**src/rtl/pdds_pkg.sv**
```systemverilog
`timescale 1ns / 1ps
package pdds_pkg;

    localparam int PENDING_DEPTH = 1024;
    localparam int TX_BATCH      = 64;
    localparam int CMD_DEPTH     = 4;

    localparam int AW  = $clog2(PENDING_DEPTH);
    localparam int CW  = $clog2(PENDING_DEPTH + 1);
    localparam int SW  = $clog2(TX_BATCH + 1);
    localparam int QAW = $clog2(CMD_DEPTH);

    localparam logic [19:0] NS_PER_MS = 20'd1000000;

    localparam logic [0:0] REQ_ARRIVAL = 1'b0;
    localparam logic [0:0] REQ_POLL    = 1'b1;

    localparam logic [7:0] REG_LAG_MS     = 8'd0;
    localparam logic [7:0] REG_DROP_EVERY = 8'd1;

    typedef enum logic [2:0] {
        KIND_DROP   = 3'd0,
        KIND_QUEUED = 3'd1,
        KIND_TX     = 3'd2,
        KIND_IDLE   = 3'd3,
        KIND_FULL   = 3'd4
    } t_kind;

    typedef enum logic [1:0] {
        CMD_DROP,
        CMD_STORE,
        CMD_POLL
    } t_cmd_op;

    // tval is the due time for a store and the poll time for a poll
    typedef struct packed {
        t_cmd_op     op;
        logic [63:0] tval;
        logic [23:0] addr;
        logic [12:0] len;
        logic [10:0] space;
    } t_cmd;

    typedef struct packed {
        logic [12:0] len;
        logic [23:0] addr;
        logic [63:0] due;
    } t_entry;

    typedef enum logic [2:0] {
        ST_IDLE,
        ST_DISPATCH,
        ST_SCAN_RD,
        ST_SCAN_EV,
        ST_MOVE_RD,
        ST_MOVE_WR,
        ST_FINISH
    } t_back_state;

endpackage

```
**src/rtl/pdds_cmd_fifo.sv**
```systemverilog
`timescale 1ns / 1ps
module pdds_cmd_fifo
    import pdds_pkg::*;
(
    input  logic i_clk,
    input  logic i_rst_n,
    input  logic i_push,
    input  t_cmd i_cmd,
    output logic o_full,
    input  logic i_pop,
    output t_cmd o_cmd,
    output logic o_empty
);
    t_cmd           r_mem [CMD_DEPTH];
    logic [QAW-1:0] r_wr, r_rd;
    logic [QAW:0]   r_cnt;

    assign o_full  = r_cnt == (QAW+1)'(CMD_DEPTH);
    assign o_empty = r_cnt == '0;
    assign o_cmd   = r_mem[r_rd];

    always_ff @(posedge i_clk) begin
        if (!i_rst_n) begin
            r_wr  <= '0;
            r_rd  <= '0;
            r_cnt <= '0;
        end else begin
            if (i_push) begin
                r_wr <= r_wr + 1'b1;
            end
            if (i_pop) begin
                r_rd <= r_rd + 1'b1;
            end
            if (i_push && !i_pop) begin
                r_cnt <= r_cnt + 1'b1;
            end else if (i_pop && !i_push) begin
                r_cnt <= r_cnt - 1'b1;
            end
        end
    end

    always_ff @(posedge i_clk) begin
        if (i_push) begin
            r_mem[r_wr] <= i_cmd;
        end
    end
endmodule

```
**config.mk**
```make
export PLATFORM = sky130hd
export DESIGN_NAME = pdds_cmd_fifo
export DESIGN_NICKNAME = d
export VERILOG_FILES = /design/src/rtl/pdds_pkg.sv /design/src/rtl/pdds_cmd_fifo.sv
export SDC_FILE = /design/constraint.sdc
export NUM_CORES = 1
export LEC_CHECK = 0
export BUFFER_PORTS_ARGS = -buffer_cell sky130_fd_sc_hd__buf_4
export CAP_MARGIN = 20
export CORE_UTILIZATION = 61
export CTS_CLUSTER_DIAMETER = 80
export DETAILED_ROUTE_END_ITERATION = 16
export PLACE_DENSITY = 0.84
export SLEW_MARGIN = 20
export SYNTH_ARGS = -nofsm -noshare
export SYNTH_HDL_FRONTEND = slang
export SYNTH_SLANG_ARGS = --single-unit
```
**constraint.sdc**
```tcl
create_clock -name i_clk -period 8 [get_ports i_clk]
set_input_delay 0.8 -clock i_clk [delete_from_list [all_inputs] [get_ports i_clk]]
set_output_delay 0.8 -clock i_clk [all_outputs]
set_load 0.01 [all_outputs]
```
### After elaboration in Yosys (flattened, before gate mapping)

Memory sizes are Yosys's and may differ from the RTL's. A register that Yosys moved wholly into a read port is not among the register bits.
Cells that the tools add are included.

* flip-flop bits (word level): 7
* word-level logic and storage cells: 21
* output and inout port bits: 116
* memories kept: 1
* bits of input ports: 118
* memory bits (writable): 456

* reduce and logical (&&, ||, !) cells: 6
* equality and inequality tests: 1
* mux-type cells: 6
* add/subtract/negate cells: 4

Memory list
* r_mem: depth 4, bits a word 114, read ports 1, clocked after memory_dff 1, write ports 1, RTL line pdds_cmd_fifo.sv:14 `t_cmd r_mem [CMD_DEPTH];`

Operators by type and width (count)
* 3-bit two-way mux: 2
* 2-bit by 1-bit adder with 2-bit output, second input constant: 2
* 2-bit two-way mux: 2
* 3-bit by 1-bit adder with 3-bit output, second input constant: 1
* 3-bit equality test, second input constant: 1
* 3-bit logical NOT: 1
* 3-bit by 1-bit subtractor with 3-bit output, second input constant: 1
* 1-bit logical AND: 2
* 1-bit logical NOT: 2
* 1-bit two-way mux: 2
* 2-bit nonzero test: 1

### Longest topological paths before layout

* depth after elaboration: 4
* gate-level depth with buffers: 7
* gate-level depth less buffers: 7

### Worst setup path before layout

No wires, ideal clock.

* kind: input port to flip-flop
* from: input port i_push
* to: memory r_mem[0][0] (netlist name), enable pin
* data required time: 7.514 ns
* stages: 1
* path slack: 4.093 ns
* buffers on the path: 0
* setup time: 0.486 ns
* data arrival time: 3.421 ns
* cells stage by stage: and2_1

* cells in the longest elaborated chain, start to end: 2

RTL lines
* start: declaration: RTL line pdds_cmd_fifo.sv:7 `input logic i_push,`
* 1-bit two-way mux: RTL line pdds_cmd_fifo.sv:43 `if (i_push) begin`
* 1-bit two-way mux (not written as such): RTL line pdds_cmd_fifo.sv:44 `r_mem[r_wr] <= i_cmd;`
* end: declaration: RTL line pdds_cmd_fifo.sv:14

Every way passes these cells.

==> implementation parameters <==
Parameter                              Value

Worst setup path
  Crit start category    flip-flop
  Crit-path max cell delay    1000 ps
  Worst-path maximum fanout    50
  Classification of the worst setup path    reg2out
  Critical path endpoint category    primary output
  CP arrival    3270 ps
  Critical-path cell with the highest stage delay    sky130_fd_sc_hd__dfxtp_4
  CP cell instances    buf_4 -> mux4_2 -> buf_4
  Critical path required time    7200 ps
  Most frequent cell on the critical path    sky130_fd_sc_hd__buf_4

Floorplanning
  Floorplan die width    168 um
  Initial standard-cell utilization of the core    62.4%
  Number of I/O pins    234
  Core region area    0.0271 mm^2
  Row count    60
  Die Y-Extent    168 um
  Die ar.    0.0284 mm^2

Clock network
  CTS-repair resized insts    0
  Number of H-tree levels    2
  Count of hold-fix buffers inserted at cts    0
  Master cell of the clock root buffer    sky130_fd_sc_hd__clkbuf_16
  Clk pin slew, worst setup/hold paths    60 ps
  Clock insertion delay at the later pin of the skew report    530 ps
  Deepest clock path buffer count    3
  Number of buffers created by CTS    44
  Total clock sinks    465
  CTS tree    yes
  Number of buffers inserted to repair setup after CTS    0

STA
  Clock skew after layout    17.3 ps
  Peak clock frequency supported by timing    246 MHz
  Final min period    4070 ps
  Final period util    50.9%
  RSZ-0062 raised after global routing    false
  Relative slew slack    27.0%
  Measured slew at the worst slew-check pin    1090 ps
  Final Setup Violations    0
  Final number of hold-violating endpoints    0
  Final max-slew violation count    0
  Accumulated negative setup slack    0 ps

Synth
  Total number of yosys warnings    0
  Post-Synthesis Mean Instance Area    26.5 um^2
  Synthesized Nets    763
  Asr flop ratio synth    0%
  Synthesized flop and latch total    465
  Number of unique standard cell types used by synthesis    21
  Cell Area, Synth    0.0169 mm^2
  Most instantiated cells after synthesis    sky130_fd_sc_hd__edfxtp_1, sky130_fd_sc_hd__mux4_2, sky130_fd_sc_hd__buf_2
  Gate count after technology mapping    639
  Biggest area consumer among synthesized cells    sky130_fd_sc_hd__edfxtp_1
  Top cell type's share of synthesized area    81.0%
  Synth area leaders    sky130_fd_sc_hd__edfxtp_1, sky130_fd_sc_hd__mux4_2, sky130_fd_sc_hd__dfxtp_1, sky130_fd_sc_hd__buf_8, sky130_fd_sc_hd__buf_2
  Most frequent cell after synthesis    sky130_fd_sc_hd__edfxtp_1
  EDFF count, synth    456
  Part of the Yosys area used for sequential elements    82.1%
  Most used DFF post-synth    sky130_fd_sc_hd__edfxtp_1

Placed design
  Final estimated routing congestion in global placement    0.725
  Port Buf Inserts    233
  Final HPWL from detailed placement    17900 um

Outcome
  Result of the run    finished, final reports clean

Power
  Internal Pwr Total    4.24 mW
  Switching share of power    21.2%
  Part of the total power dissipated in combinational logic    10.2%
  Maximum vdd ir drop    228 uV
  Power share of the clock group    36.8%
  Share of power burned in registers    53.0%
  Net switching power of the design    1.14 mW
  Power per standard cell area    264 mW/mm^2
  Leakage component of the power    6.88 nW

Final layout
  Area delta synth->final    20.7%
  Filler cell count in the final layout    1441
  Final net count    1025
  Fraction of final layout cells sized beyond drive strength 1    45.4%
  Core utilization of the finished layout    75.3%
  N_diodes    0

Detailed routing
  Final routed DRC violation total    0
  Post-route antenna net violation count    0
  DR iter-0 viols    699
  Via density    5.79
  Average routed wire per standard cell    24.3 um
  Number of iterations in the first detailed-routing pass    5
  Total length of routed wires    31700 um
  Vias after detailed routing    7566

Flow run
  MaxCap Viol Count    0

GRT
  Aggregate global routing overflow    0
  Antenna violations before repair    0
  Largest net degree at the start of global routing    73
  Global-route wire length before repair    47400 um
  Via count of the first global-routing pass    7983
  GRT Util Overall    22.7%

Min path
  Path category of the worst min-delay check    in2reg
## sequential cells by signal, indices dropped and copies added, names as in the netlist, named ones only
| register | flops |
|---|---|
| r_mem | 456 |
| r_cnt | 3 |
| r_rd | 2 |
| r_wr | 2 |
## logic make-up after synthesis
| group | after synthesis | synth area share [%] |
|---|---|---|
| compound gates | 2 | 0.0740 |
| simple gates | 15 | 0.540 |
| mux | 116 | 15.3 |
| buf+inv | 30 | 1.27 |
| flops | 465 | 82.1 |
| fa+ha+maj | 6 | 0.488 |
| xor+xnor | 5 | 0.259 |
## layer usage
| layer | vias to the layer above | share of wire, % | wire, um | track usage (%) |
|---|---|---|---|---|
| met4 | 0 | 1.6 | 509 | 5.18 |
| met5 | - | 0 | 0 | 0 |
| li1 | 3272 | - | - | - |
| met2 | 329 | 50 | 16000 | 37.8 |
| met3 | 46 | 8.4 | 2670 | 6.34 |
| met1 | 3919 | 40 | 12600 | 30.5 |
## cell type report
| type | count | area (um^2) | share of cell area (%) |
|---|---|---|---|
| multi-input combinational | 144 | 2830 | 13.9 |
| inverter | 4 | 15.0 | 0.0736 |
| clock inverter | 29 | 240 | 1.18 |
| tap | 372 | 465 | 2.28 |
| sequential | 465 | 13900 | 68.0 |
| timing repair buffer | 242 | 1840 | 9.00 |
| clock buffer | 50 | 1140 | 5.61 |
## worst max-delay path: cells and delay by family, from the launching register on
family                 cells  cell delay, ps
buffers and inverters      2            1040
DFF                        1            1000
muxes                      1             620
## stage by stage
step	area (um^2)	setup slack (ps)	hold slack, ps	power [mW]	std cells
after floorplan	16900	4090	472	3.19	639
after global placement	19000	4300	511	3.44	1226
after detailed placement	19000	4300	558	3.46	1226
after CTS	20400	3730	437	5.44	1305
after global routing	20400	3600	444	5.56	1306
final	20400	3930	464	5.39	1306
## cells in the final DEF, fill, tap and decap left out, types with 3 or more instances in the layout
cell | Yosys | layout
sky130_fd_sc_hd__and2_1 | 9 | 5
sky130_fd_sc_hd__and2_4 | 0 | 4
sky130_fd_sc_hd__buf_4 | 0 | 241
sky130_fd_sc_hd__bufinv_16 | 0 | 4
sky130_fd_sc_hd__clkbuf_1 | 5 | 5
sky130_fd_sc_hd__clkbuf_16 | 0 | 45
sky130_fd_sc_hd__clkinv_1 | 0 | 12
sky130_fd_sc_hd__clkinv_2 | 0 | 10
sky130_fd_sc_hd__dfxtp_1 | 9 | 7
sky130_fd_sc_hd__edfxtp_1 | 456 | 456
sky130_fd_sc_hd__ha_1 | 5 | 5
sky130_fd_sc_hd__inv_1 | 4 | 4
sky130_fd_sc_hd__mux4_2 | 114 | 114
sky130_fd_sc_hd__xor2_1 | 3 | 3
## power by group through the flow
stage	logic [mW]	clock network (mW)	registers [mW]
2_1_floorplan	0.309	0	2.88
3_3_place_gp	0.540	0	2.90
3_5_place_dp	0.551	0	2.91
4_1_cts	0.557	2.02	2.86
5_1_grt	0.586	2.11	2.87
6_report	0.550	1.98	2.86
## path summary, 6_finish.rpt
kind                                     end      start  depth (start not counted)  slack (ps)
worst max register to register  r_mem[2][35]    r_wr[0]                          4        5400
worst min register to register      r_cnt[2]   r_cnt[2]                          2         570
worst max-delay path               o_cmd[76]  flip-flop                          3        3930
worst min-delay path            r_mem[1][73]  i_cmd[73]                          1         460
No activity file was read; power rests on OpenSTA's default activity.
