[config.mk]
export PLATFORM = sky130hd
export DESIGN_NAME = pdds_front
export DESIGN_NICKNAME = d
export VERILOG_FILES = /design/src/rtl/pdds_pkg.sv /design/src/rtl/pdds_front.sv
export SDC_FILE = /design/constraint.sdc
export NUM_CORES = 1
export LEC_CHECK = 0
export BUFFER_PORTS_ARGS = -buffer_cell sky130_fd_sc_hd__buf_4
export CAP_MARGIN = 10
export CELL_PAD_IN_SITES_DETAIL_PLACEMENT = 1
export CELL_PAD_IN_SITES_GLOBAL_PLACEMENT = 2
export CORE_MARGIN = 2
export CORE_UTILIZATION = 36
export CTS_CLUSTER_SIZE = 14
export DETAILED_ROUTE_END_ITERATION = 16
export GPL_ROUTABILITY_DRIVEN = 0
export PLACE_DENSITY = 0.85
export SLEW_MARGIN = 20
export SYNTH_ARGS = -nofsm -noshare
export SYNTH_HDL_FRONTEND = slang
export SYNTH_SLANG_ARGS = --single-unit
[constraint.sdc]
create_clock -name i_clk -period 6.25 [get_ports i_clk]
set_input_delay 0.625 -clock i_clk [delete_from_list [all_inputs] [get_ports i_clk]]
set_output_delay 0.625 -clock i_clk [all_outputs]
set_load 0.03 [all_outputs]
[src/rtl/pdds_pkg.sv]
`timescale 1ns / 1ps
package pdds_pkg;

    localparam int PENDING_DEPTH = 1024;
    localparam int TX_BATCH      = 64;
    localparam int CMD_DEPTH     = 4;

    localparam int AW  = $clog2(PENDING_DEPTH);
    localparam int CW  = $clog2(PENDING_DEPTH + 1);
    localparam int SW  = $clog2(TX_BATCH + 1);
    localparam int QAW = $clog2(CMD_DEPTH);

    localparam logic [19:0] NS_PER_MS = 20'd1000000;

    localparam logic [0:0] REQ_ARRIVAL = 1'b0;
    localparam logic [0:0] REQ_POLL    = 1'b1;

    localparam logic [7:0] REG_LAG_MS     = 8'd0;
    localparam logic [7:0] REG_DROP_EVERY = 8'd1;

    typedef enum logic [2:0] {
        KIND_DROP   = 3'd0,
        KIND_QUEUED = 3'd1,
        KIND_TX     = 3'd2,
        KIND_IDLE   = 3'd3,
        KIND_FULL   = 3'd4
    } t_kind;

    typedef enum logic [1:0] {
        CMD_DROP,
        CMD_STORE,
        CMD_POLL
    } t_cmd_op;

    // tval is the due time for a store and the poll time for a poll
    typedef struct packed {
        t_cmd_op     op;
        logic [63:0] tval;
        logic [23:0] addr;
        logic [12:0] len;
        logic [10:0] space;
    } t_cmd;

    typedef struct packed {
        logic [12:0] len;
        logic [23:0] addr;
        logic [63:0] due;
    } t_entry;

    typedef enum logic [2:0] {
        ST_IDLE,
        ST_DISPATCH,
        ST_SCAN_RD,
        ST_SCAN_EV,
        ST_MOVE_RD,
        ST_MOVE_WR,
        ST_FINISH
    } t_back_state;

endpackage

[src/rtl/pdds_front.sv]
`timescale 1ns / 1ps
module pdds_front
    import pdds_pkg::*;
(
    input  logic        i_clk,
    input  logic        i_rst_n,
    input  logic        i_cfg_valid,
    input  logic [7:0]  i_cfg_index,
    input  logic [15:0] i_cfg_data,
    input  logic        i_valid,
    output logic        o_ready,
    input  logic [0:0]  i_req_type,
    input  logic [63:0] i_now_time,
    input  logic [23:0] i_frame_addr,
    input  logic [12:0] i_frame_len,
    input  logic [10:0] i_tx_space,
    output logic        o_push,
    output t_cmd        o_cmd,
    input  logic        i_full
);
    logic [15:0] r_lag_ms, r_drop_every, r_phase, n_phase;
    logic        r_hold_vld;
    t_cmd        r_hold;
    logic [35:0] r_prod;
    logic        accept, is_drop;
    logic [15:0] phase_inc;

    assign o_push  = r_hold_vld && !i_full;
    assign o_ready = !r_hold_vld || o_push;
    assign accept  = i_valid && o_ready;

    // periodic drop decision
    always_comb begin
        phase_inc = r_phase + 16'd1;
        is_drop   = 1'b0;
        n_phase   = r_phase;
        if (r_drop_every != 16'd0) begin
            if (phase_inc >= r_drop_every) begin
                is_drop = 1'b1;
                n_phase = 16'd0;
            end else begin
                n_phase = phase_inc;
            end
        end
    end

    always_comb begin
        o_cmd = r_hold;
        if (r_hold.op == CMD_STORE) begin
            o_cmd.tval = r_hold.tval + {28'd0, r_prod};
        end
    end

    always_ff @(posedge i_clk) begin
        if (!i_rst_n) begin
            r_lag_ms     <= 16'd10;
            r_drop_every <= 16'd10;
            r_phase      <= 16'd0;
            r_hold_vld   <= 1'b0;
        end else begin
            if (i_cfg_valid) begin
                if (i_cfg_index == REG_LAG_MS) begin
                    r_lag_ms <= i_cfg_data;
                end else if (i_cfg_index == REG_DROP_EVERY) begin
                    r_drop_every <= i_cfg_data;
                end
            end
            if (accept) begin
                r_hold_vld <= 1'b1;
                if (i_req_type == REQ_ARRIVAL) begin
                    r_phase <= n_phase;
                end
            end else if (o_push) begin
                r_hold_vld <= 1'b0;
            end
        end
    end

    always_ff @(posedge i_clk) begin
        if (accept) begin
            r_prod       <= r_lag_ms * NS_PER_MS;
            r_hold.tval  <= i_now_time;
            r_hold.addr  <= i_frame_addr;
            r_hold.len   <= i_frame_len;
            r_hold.space <= i_tx_space;
            if (i_req_type == REQ_POLL) begin
                r_hold.op <= CMD_POLL;
            end else if (is_drop) begin
                r_hold.op <= CMD_DROP;
            end else begin
                r_hold.op <= CMD_STORE;
            end
        end
    end
endmodule

Yosys cells after proc, flatten, opt, wreduce, memory -nomap -nowiden. Index checks and enable logic that the tools add are counted.

Add/subtract/negate cells: 2. $mul: 1. $lt $le $gt $ge: 1. Equality and inequality tests: 2. Multiplexer cells: 7. Bitwise gates (word level): 2. Reductions and logical operators: 11.

Operator list (count): adder 64 x 36 -> 64 bit (1); two-way mux 64 bit (1); multiplier 16 x 14 -> 30 bit, second input constant (1); adder 16 x 1 -> 16 bit, second input constant (1); greater-or-equal comparator 16 bit (1); two-way mux 16 bit (1); nonzero test 16 bit (1); == test 8 x 1 -> 1 bit, second input constant (1); zero test 8 bit (1); AND reduction 3 bit (2); two-way mux 1 bit (5); == test 2 x 1 -> 1 bit, second input constant (1); logical AND 1 bit (2); zero test 1 bit (2); NOT 1 bit (2); AND reduction 2 bit (1); nonzero test 2 bit (1); logical OR 1 bit (1).

Register bits: 193. Input port bits: 142. Word-level logic and storage cells: 36.

Depth between registers and ports, before layout. Gate-level depths: netlist of run 1.

Word-level depth: 5. Mapped depth: 20. Gate-level depth less buffers: 19.

Worst setup path after synthesis of run 1. Ideal clock, no wire load.

Path kind: input-to-reg. Start point: in i_full. End point: reg r_phase[3]. Setup time: 0.124 ns. Arrival: 5.542 ns. Data required time: 6.126 ns. Setup slack: 0.584 ns. Stages: 8. Path buffers: 1. Cells stage by stage: nand2_1 and2_1 nand3b_1 inv_1 nor2_1 clkbuf_1 a31oi_1 o22ai_1.

Longest elaborated chain between the ends: 5.

Ends and longest elaborated chain: start, declared (RTL line pdds_front.sv:19) `input logic i_full`; zero test 1 bit (RTL line pdds_front.sv:28) `assign o_push = r_hold_vld && !i_full;`; logical AND 1 bit (RTL line pdds_front.sv:28); logical OR 1 bit (RTL line pdds_front.sv:29) `assign o_ready = !r_hold_vld || o_push;`; logical AND 1 bit (RTL line pdds_front.sv:30) `assign accept = i_valid && o_ready;`; via accept (RTL line pdds_front.sv:25) `logic accept, is_drop;`; AND reduction 3 bit (no line); end signal, assigned (RTL line pdds_front.sv:71) `r_phase <= n_phase;`; end, declared (RTL line pdds_front.sv:21) `logic [15:0] r_lag_ms, r_drop_every, r_phase, n_phase;`.

The timed path passes the listed nets, and every way through them passes these cells. A chain may end at the register's enable or synchronous reset.

Final worst setup path of run 1.
Start point: reg r_lag_ms[4]. End point: reg r_prod[35] (data pin).

Longest elaborated chain between the ends: 1.

Ends and longest elaborated chain: start, declared (RTL line pdds_front.sv:21); start signal, assigned (RTL line pdds_front.sv:63) `r_lag_ms <= i_cfg_data;`; multiplier 16 x 14 -> 30 bit (RTL line pdds_front.sv:81) `r_prod <= r_lag_ms * NS_PER_MS;`; end signal, assigned (RTL line pdds_front.sv:81); end, declared (RTL line pdds_front.sv:24) `logic [35:0] r_prod;`.

Every way passes these cells.

==> results of run 1 <==
## cell type report
type	count	area (um2)
tap	511	639
inverter	135	507
multi-input combinational	879	7250
clock inverter	14	138
clock buffer	18	439
timing repair buffer	265	1990
sequential	193	5310
fill	4180	21100
## worst min path at each step
| stage | startpoint | end | slack (ns) | cells after the start |
|---|---|---|---|---|
| after floorplan | r_phase[15] | r_phase[15] | 0.44 | 2 |
| after global placement | r_phase[15] | r_phase[15] | 0.45 | 2 |
| after detailed placement | r_phase[15] | r_phase[15] | 0.48 | 2 |
| after CTS | i_frame_len[10] | o_cmd[21] | 0.30 | 1 |
| after global routing | i_now_time[19] | r_hold[67] | 0.31 | 1 |
| final | i_frame_len[10] | o_cmd[21] | 0.33 | 1 |
## cells by family after synthesis
| group | Yosys count |
|---|---|
| AND/OR/NAND/NOR | 318 |
| adder cells (fa/ha/maj) | 208 |
| multiplexers | 32 |
| XOR/XNOR | 88 |
| flip-flops | 193 |
| buffers and inverters | 221 |
| AO/OA/AOI/OAI | 233 |
## state kept, by name, summed over array words and instances (netlist names)
register and flops:
r_phase 16, r_lag_ms 16, o_cmd 50, r_hold 64, r_hold_vld 1, r_prod 30
r_drop_every 16
## critical path, cell delays in order, from the launching register on
cell and delay (ns):
dfxtp_1 0.49, inv_1 0.19, fa_1 0.51, inv_1 0.06, fa_1 0.52, fa_1 0.58, fa_1 0.43, ha_1 0.30
inv_1 0.06, fa_1 0.50, inv_1 0.04, ha_1 0.36, nand3_1 0.19, or4_1 0.54, a311oi_1 0.35, a41oi_1 0.24
mux2i_1 0.20, nand4_1 0.09
## where the power goes
| group | switching (mW) | internal [mW] | total, mW |
|---|---|---|---|
| logic | 0.342 | 0.223 | 0.566 |
| registers | 0.0317 | 1.44 | 1.47 |
| clock network | 0.556 | 0.545 | 1.10 |
| total | 0.930 | 2.21 | 3.14 |
## through the flow
stage	power, mW	setup slack (ns)
CTS	3.18	0.327
finish	3.14	0.342
global placement	2.06	0.516
detailed placement	2.07	0.355
global route	3.26	0.0342
floorplan	1.86	0.584
## metal layers
metal	track usage	vias up
li1	-	4907
met1	0.229	4957
met2	0.312	223
met3	0.0365	33
met4	0.0610	0
met5	0	-
## cell usage after synthesis, types with 5 or more instances
cell      number
inv_1        134
edfxtp_1     144
xor2_1        44
mux2i_1       32
o21a_1         7
ha_1         152
a21oi_1       64
nor2_1        74
a21o_1        23
and3_1        11
nor2b_1       12
or3_1          5
a31oi_1       14
xnor2_1       44
nor4_1        14
nand3_1       38
buf_4         56
a211oi_1       7
o21bai_1       9
clkbuf_1      20
a22o_1         8
dfxtp_1       49
o21ai_1        9
buf_2          5
o21ai_0       50
nor4_2         6
fa_1          56
o22ai_1        6
nand2b_1       9
nor3_1        18
nand4_1       14
nand2_1       97
==> results.yml, run 1 <==
pwr:
  p_per_area_mw_per_mm2: 193
  ir_worst_vdd_mv: 0.160
  power_leakage_nw: 7.38
floorplanning:
  row_count: 71
  io_pins: 258
  dieArea_mm2: 0.0393
  start_util: 0.363
  die_y_um: 198
  core_mm2: 0.0374
  chipWidth_um: 198
timing:
  max_freq_mhz: 169
  fin_skew_ns: 0.0117
  hold_viol: 0
  tightest_slew_ns: 1.04
  setup_viol: 0
  grt_setup_unrepaired: "no"
  timing.final.crit_share: 0.945
  hold_ws_ns: 0.332
  fin_crit_ns: 5.91
  drv_slew: 0
  relSlewSlack: 0.306
  final.setup.tns_ns: 0
synth:
  synth_top_area_share: 0.318
  synth_area_mm2: 0.0136
  seq_area_frac_synth: 0.390
  syn-num-nets: 1643
  synth-simple-area-share: 0.117
  ys.flop_type: "edfxtp_1"
  syn-mean-instance-area_um2: 10.5
  synthMuxAreaShare: 0.0236
  yosysUniqueCellTypes: 71
  synth-xor-area-share: 0.0567
  synth_compound_area_frac: 0.112
  ys_ff_latch: 193
  async_reset_ff_frac: 0
  synthTopCellsByArea: "edfxtp_1, ha_1, fa_1"
  synth_fa_ha_area_frac: 0.222
  synth_top_cell_by_area: "edfxtp_1"
  syn_inst: 1293
  synth_top_family_by_area: "adder cells"
  synth_edf_count: 144
  yosys_warnings: 0
clock_tree:
  htree_levels: 4
  cts.path.max_buffers: 2
  cts_tree: "yes"
  post_cts_buffers: 0
  clkLatencyLatePin_ns: 0.46
  cts.sink_count: 193
  cts.repair.resized: 0
  cts_hold_buf: 0
  cts-buffers-inserted: 17
  cts.clk_slew.worst_paths_ns: 0.08
  root_buffer: "clkbuf_16"
final_layout:
  final_common_cell: "buf_4"
  final_area_mm2: 0.0163
  final_core_util: 0.435
  fin_nets: 1841
  area_growth_pct: 19.6
  stdcell_count: 2015
  final_cell_mix: "buf_4, ha_1, edfxtp_1, inv_1, nand2_1"
  diodes: 0
  drive_above_1_share: 0.216
global_route:
  grt_first_pass_wirelength_mm: 55.4
  gr-total-overflow: 0
  grt.total_usage: 0.182
  grt_max_degree: 63
  antenna_found_initial: 0
  grt_pass1_vias: 10400
drt:
  topRoutingLayerUsed: "met4"
  routed_wirelength_mm: 36.0
  drc: 0
  wl_met1_mm: 15.8
  via_per_inst: 5.02
  antenna_left: 0
  drt_iter0_drc: 370
  wl_met2_mm: 17.5
  vias: 10100
  avgRoutedWirePerCell_um: 17.9
  wl_met3_mm: 2.10
  firstDrtPassIters: 4
setup_path:
  cp-endpoint: "r_prod[35]"
  start_kind: "register"
  r2r-start: "r_lag_ms[4]"
  cp.required_ns: 6.44
  r2r_cells: 17
  crit_path_start: "r_lag_ms[4]"
  r2r-end: "r_prod[35]"
  worstSetupPathType: "register to register"
  endpoint_kind: "register"
  worstPathArrival_ns: 6.10
  path_max_fanout: 6
  reg2reg_slack_ns: 0.34
status:
  status: "completed"
placed_design:
  dpl.hpwl_mm: 28.9
  dp.cells: 1983
  io_buffers: 257
  dpl_cell_area_mm2: 0.0157
worst_hold_path:
  hold_path_class: "input pin to register"
run:
  max_cap_viol_count: 0
Note: power is estimated with default switching activity, not from simulation.
==> inputs of run 2 (changes only) <==
--- a/config.mk
+++ b/config.mk
@@ -5,16 +5,17 @@
 export SDC_FILE = /design/constraint.sdc
 export NUM_CORES = 1
 export LEC_CHECK = 0
+export ABC_AREA = 1
 export BUFFER_PORTS_ARGS = -buffer_cell sky130_fd_sc_hd__buf_4
 export CAP_MARGIN = 10
 export CELL_PAD_IN_SITES_DETAIL_PLACEMENT = 1
 export CELL_PAD_IN_SITES_GLOBAL_PLACEMENT = 2
 export CORE_MARGIN = 2
-export CORE_UTILIZATION = 36
+export CORE_UTILIZATION = 34
 export CTS_CLUSTER_SIZE = 14
 export DETAILED_ROUTE_END_ITERATION = 16
 export GPL_ROUTABILITY_DRIVEN = 0
-export PLACE_DENSITY = 0.85
+export PLACE_DENSITY = 0.86
 export SLEW_MARGIN = 20
 export SYNTH_ARGS = -nofsm -noshare
 export SYNTH_HDL_FRONTEND = slang
==> run 2 against run 1 <==
  * Synthesized cell count rose by 46%
  * Clock skew increased by 0.0061 ns
  * Via count grew 29%
  * Wire length grew 35%
  * Critical path type unchanged
  * Register-to-register slack gained 0.64 ns
  * Fmax up 12%
  * Worst hold slack lost 0.036 ns
  * Highest routed layer unchanged
  * Sequential share of layout area is 3.0 points lower
  * Critical path depth unchanged
  * Sequential power hardly changed
  * Total power increased by 6.7%
  * Design area up 10%
==> results.yml, run 2 <==
status:
  status: "completed"
setup_path:
  cp_cell_sequence: "inv_1 -> fa_1 -> inv_1 -> fa_1 -> fa_1 -> fa_1 -> ha_1 -> inv_1 -> fa_1 -> inv_1 -> ha_1 -> a21oi_1 -> a21boi_0 -> nand2_1 -> nand2_1 -> nand3_1 -> xor2_1"
  path_max_fanout: 6
  slowest_delay_ns: 0.59
  start_kind: "register"
  cp.required_ns: 6.49
  slowest_stage: "fa_1"
  endpoint_kind: "register"
  r2r_cells: 17
  reg2reg_slack_ns: 0.98
  r2r-start: "r_lag_ms[4]"
  worstSetupPathType: "register to register"
  cp_common_cell: "fa_1"
  worstPathArrival_ns: 5.50
  crit_path_start: "r_lag_ms[4]"
  r2r-end: "r_prod[30]"
final_layout:
  fin_nets: 2430
  multi_input_area_mm2: 0.00814
  largest_reg_flops: 64
  regMostFlops: "r_hold"
  area_growth_pct: 18.3
  drive_above_1_share: 0.150
  ff_latch_area_mm2: 0.00531
  fillCellCount: 5434
  final_core_util: 0.406
  stdcell_count: 2686
  final_common_cell: "nand2_1"
  final_cell_mix: "nand2_1, inv_1, buf_4, ha_1, edfxtp_1"
worst_hold_path:
  worstHoldStart: "i_now_time[33]"
  hold_path_class: "input pin to register"
  holdPathStages: 1
  min_to: "r_hold[81]"
synth:
  synth_edf_count: 144
  synth.most_common_cell: "nand2_1"
  syn-mean-instance-area_um2: 8.05
  async_reset_ff_frac: 0
  yosysUniqueCellTypes: 42
  seq_area_frac_synth: 0.350
  ys_top_cells_by_count: "nand2_1, inv_1, ha_1"
  ys_ff_latch: 193
  synth_area_mm2: 0.0151
  synth_top_cell_by_area: "edfxtp_1"
  ys.flop_type: "edfxtp_1"
  synthTopCellsByArea: "edfxtp_1, ha_1, nand2_1"
  yosys_warnings: 0
  syn-num-nets: 2232
  synth_top_area_share: 0.286
  syn_inst: 1882
drt:
  antenna_left: 0
  routed_wirelength_mm: 48.8
  firstDrtPassIters: 4
  avgRoutedWirePerCell_um: 18.2
  drc: 0
  vias: 13100
  via_per_inst: 4.87
  drt_iter0_drc: 555
floorplanning:
  core_mm2: 0.0441
  dieArea_mm2: 0.0462
  row_count: 77
  die_y_um: 215
  chipWidth_um: 215
  io_pins: 258
  start_util: 0.343
global_route:
  grt.total_usage: 0.216
  grt_pass1_vias: 14100
  grt_max_degree: 82
  grt_first_pass_wirelength_mm: 77.1
  antenna_found_initial: 1
  gr-total-overflow: 0
clock_tree:
  cts_tree: "yes"
  cts.path.max_buffers: 2
  cts-buffers-inserted: 17
  post_cts_buffers: 0
  cts.repair.resized: 0
  cts.sink_count: 193
  htree_levels: 4
  cts_hold_buf: 0
  cts.clk_slew.worst_paths_ns: 0.09
  clkLatencyLatePin_ns: 0.50
  root_buffer: "clkbuf_16"
pwr:
  power_leakage_nw: 8.72
  ir_worst_vdd_mv: 0.169
  power_mw: 3.35
  p_per_area_mw_per_mm2: 187
run:
  max_cap_viol_count: 0
timing:
  relSlewSlack: 0.375
  fin_crit_ns: 5.27
  max_freq_mhz: 190
  fin_skew_ns: 0.0178
  grt_setup_unrepaired: "no"
  drv_slew: 0
  setup_viol: 0
  hold_ws_ns: 0.296
  tightest_slew_ns: 0.935
  hold_viol: 0
  timing.final.crit_share: 0.843
  final.setup.tns_ns: 0
placed_design:
  io_buffers: 257
  dpl.hpwl_mm: 40.0
  dp.cells: 2653
## run 2: how the worst max path moves through the flow
stage / to / slack (ns) / cells after the start
6_report: r_prod[30] / 0.98 / 17
5_1_grt: r_prod[26] / 0.65 / 16
4_1_cts: r_prod[26] / 0.94 / 16
3_5_place_dp: r_prod[26] / 0.95 / 16
3_3_place_gp: r_prod[26] / 1.08 / 16
2_1_floorplan: r_prod[26] / 1.44 / 16
## run 2: kinds of logic (layout without fill, tap and decap cells)
logic type      count (synthesis)  count (layout)  share of synthesized area
other cells                     0               1                          0
compound gates                220             220                     0.0769
flops                         193             193                      0.350
buf+inv                       393             604                      0.113
fa+ha+maj                     208             208                      0.200
xor+xnor                       56              56                     0.0324
simple gates                  812             812                      0.228
## run 2: worst max-delay path: cells and delay by family (launching register included)
kind                     cells  cell delay, ns
flip-flops                   1            0.48
adder cells (fa/ha/maj)      7            3.18
XOR/XNOR                     1            0.14
buffers and inverters        4            0.32
AO/OA/AOI/OAI                2            0.58
AND/OR/NAND/NOR              3            0.30
## run 2: final cells by class
type | instances | share of cell area
Antenna cell | 1 | 0.000140
Multi-Input combinational cell | 1296 | 0.454
Tap cell | 592 | 0.0414
Clock inverter | 13 | 0.00685
Clock buffer | 19 | 0.0259
Timing Repair Buffer | 262 | 0.110
Sequential cell | 193 | 0.296
Inverter | 310 | 0.0653
## run 2: report_power, final
part           switching [mW]  leakage [nW]  total (mW)  internal (mW)
sequential             0.0471          1.78        1.50           1.45
clock                   0.584         0.293        1.14          0.559
combinational           0.462          6.65       0.710          0.248
## run 2: metrics by stage
step,cell area [um2],worst slack (ns)
6_report,17900,0.984
2_1_floorplan,15100,1.44
4_1_cts,17900,0.937
5_1_grt,17900,0.647
3_3_place_gp,17300,1.08
3_5_place_dp,17300,0.949
## run 2: metal layers
metal,track usage,share of wire
met1,0.269,0.45
met2,0.372,0.49
met3,0.0365,0.033
met4,0.0848,0.031
met5,0,0
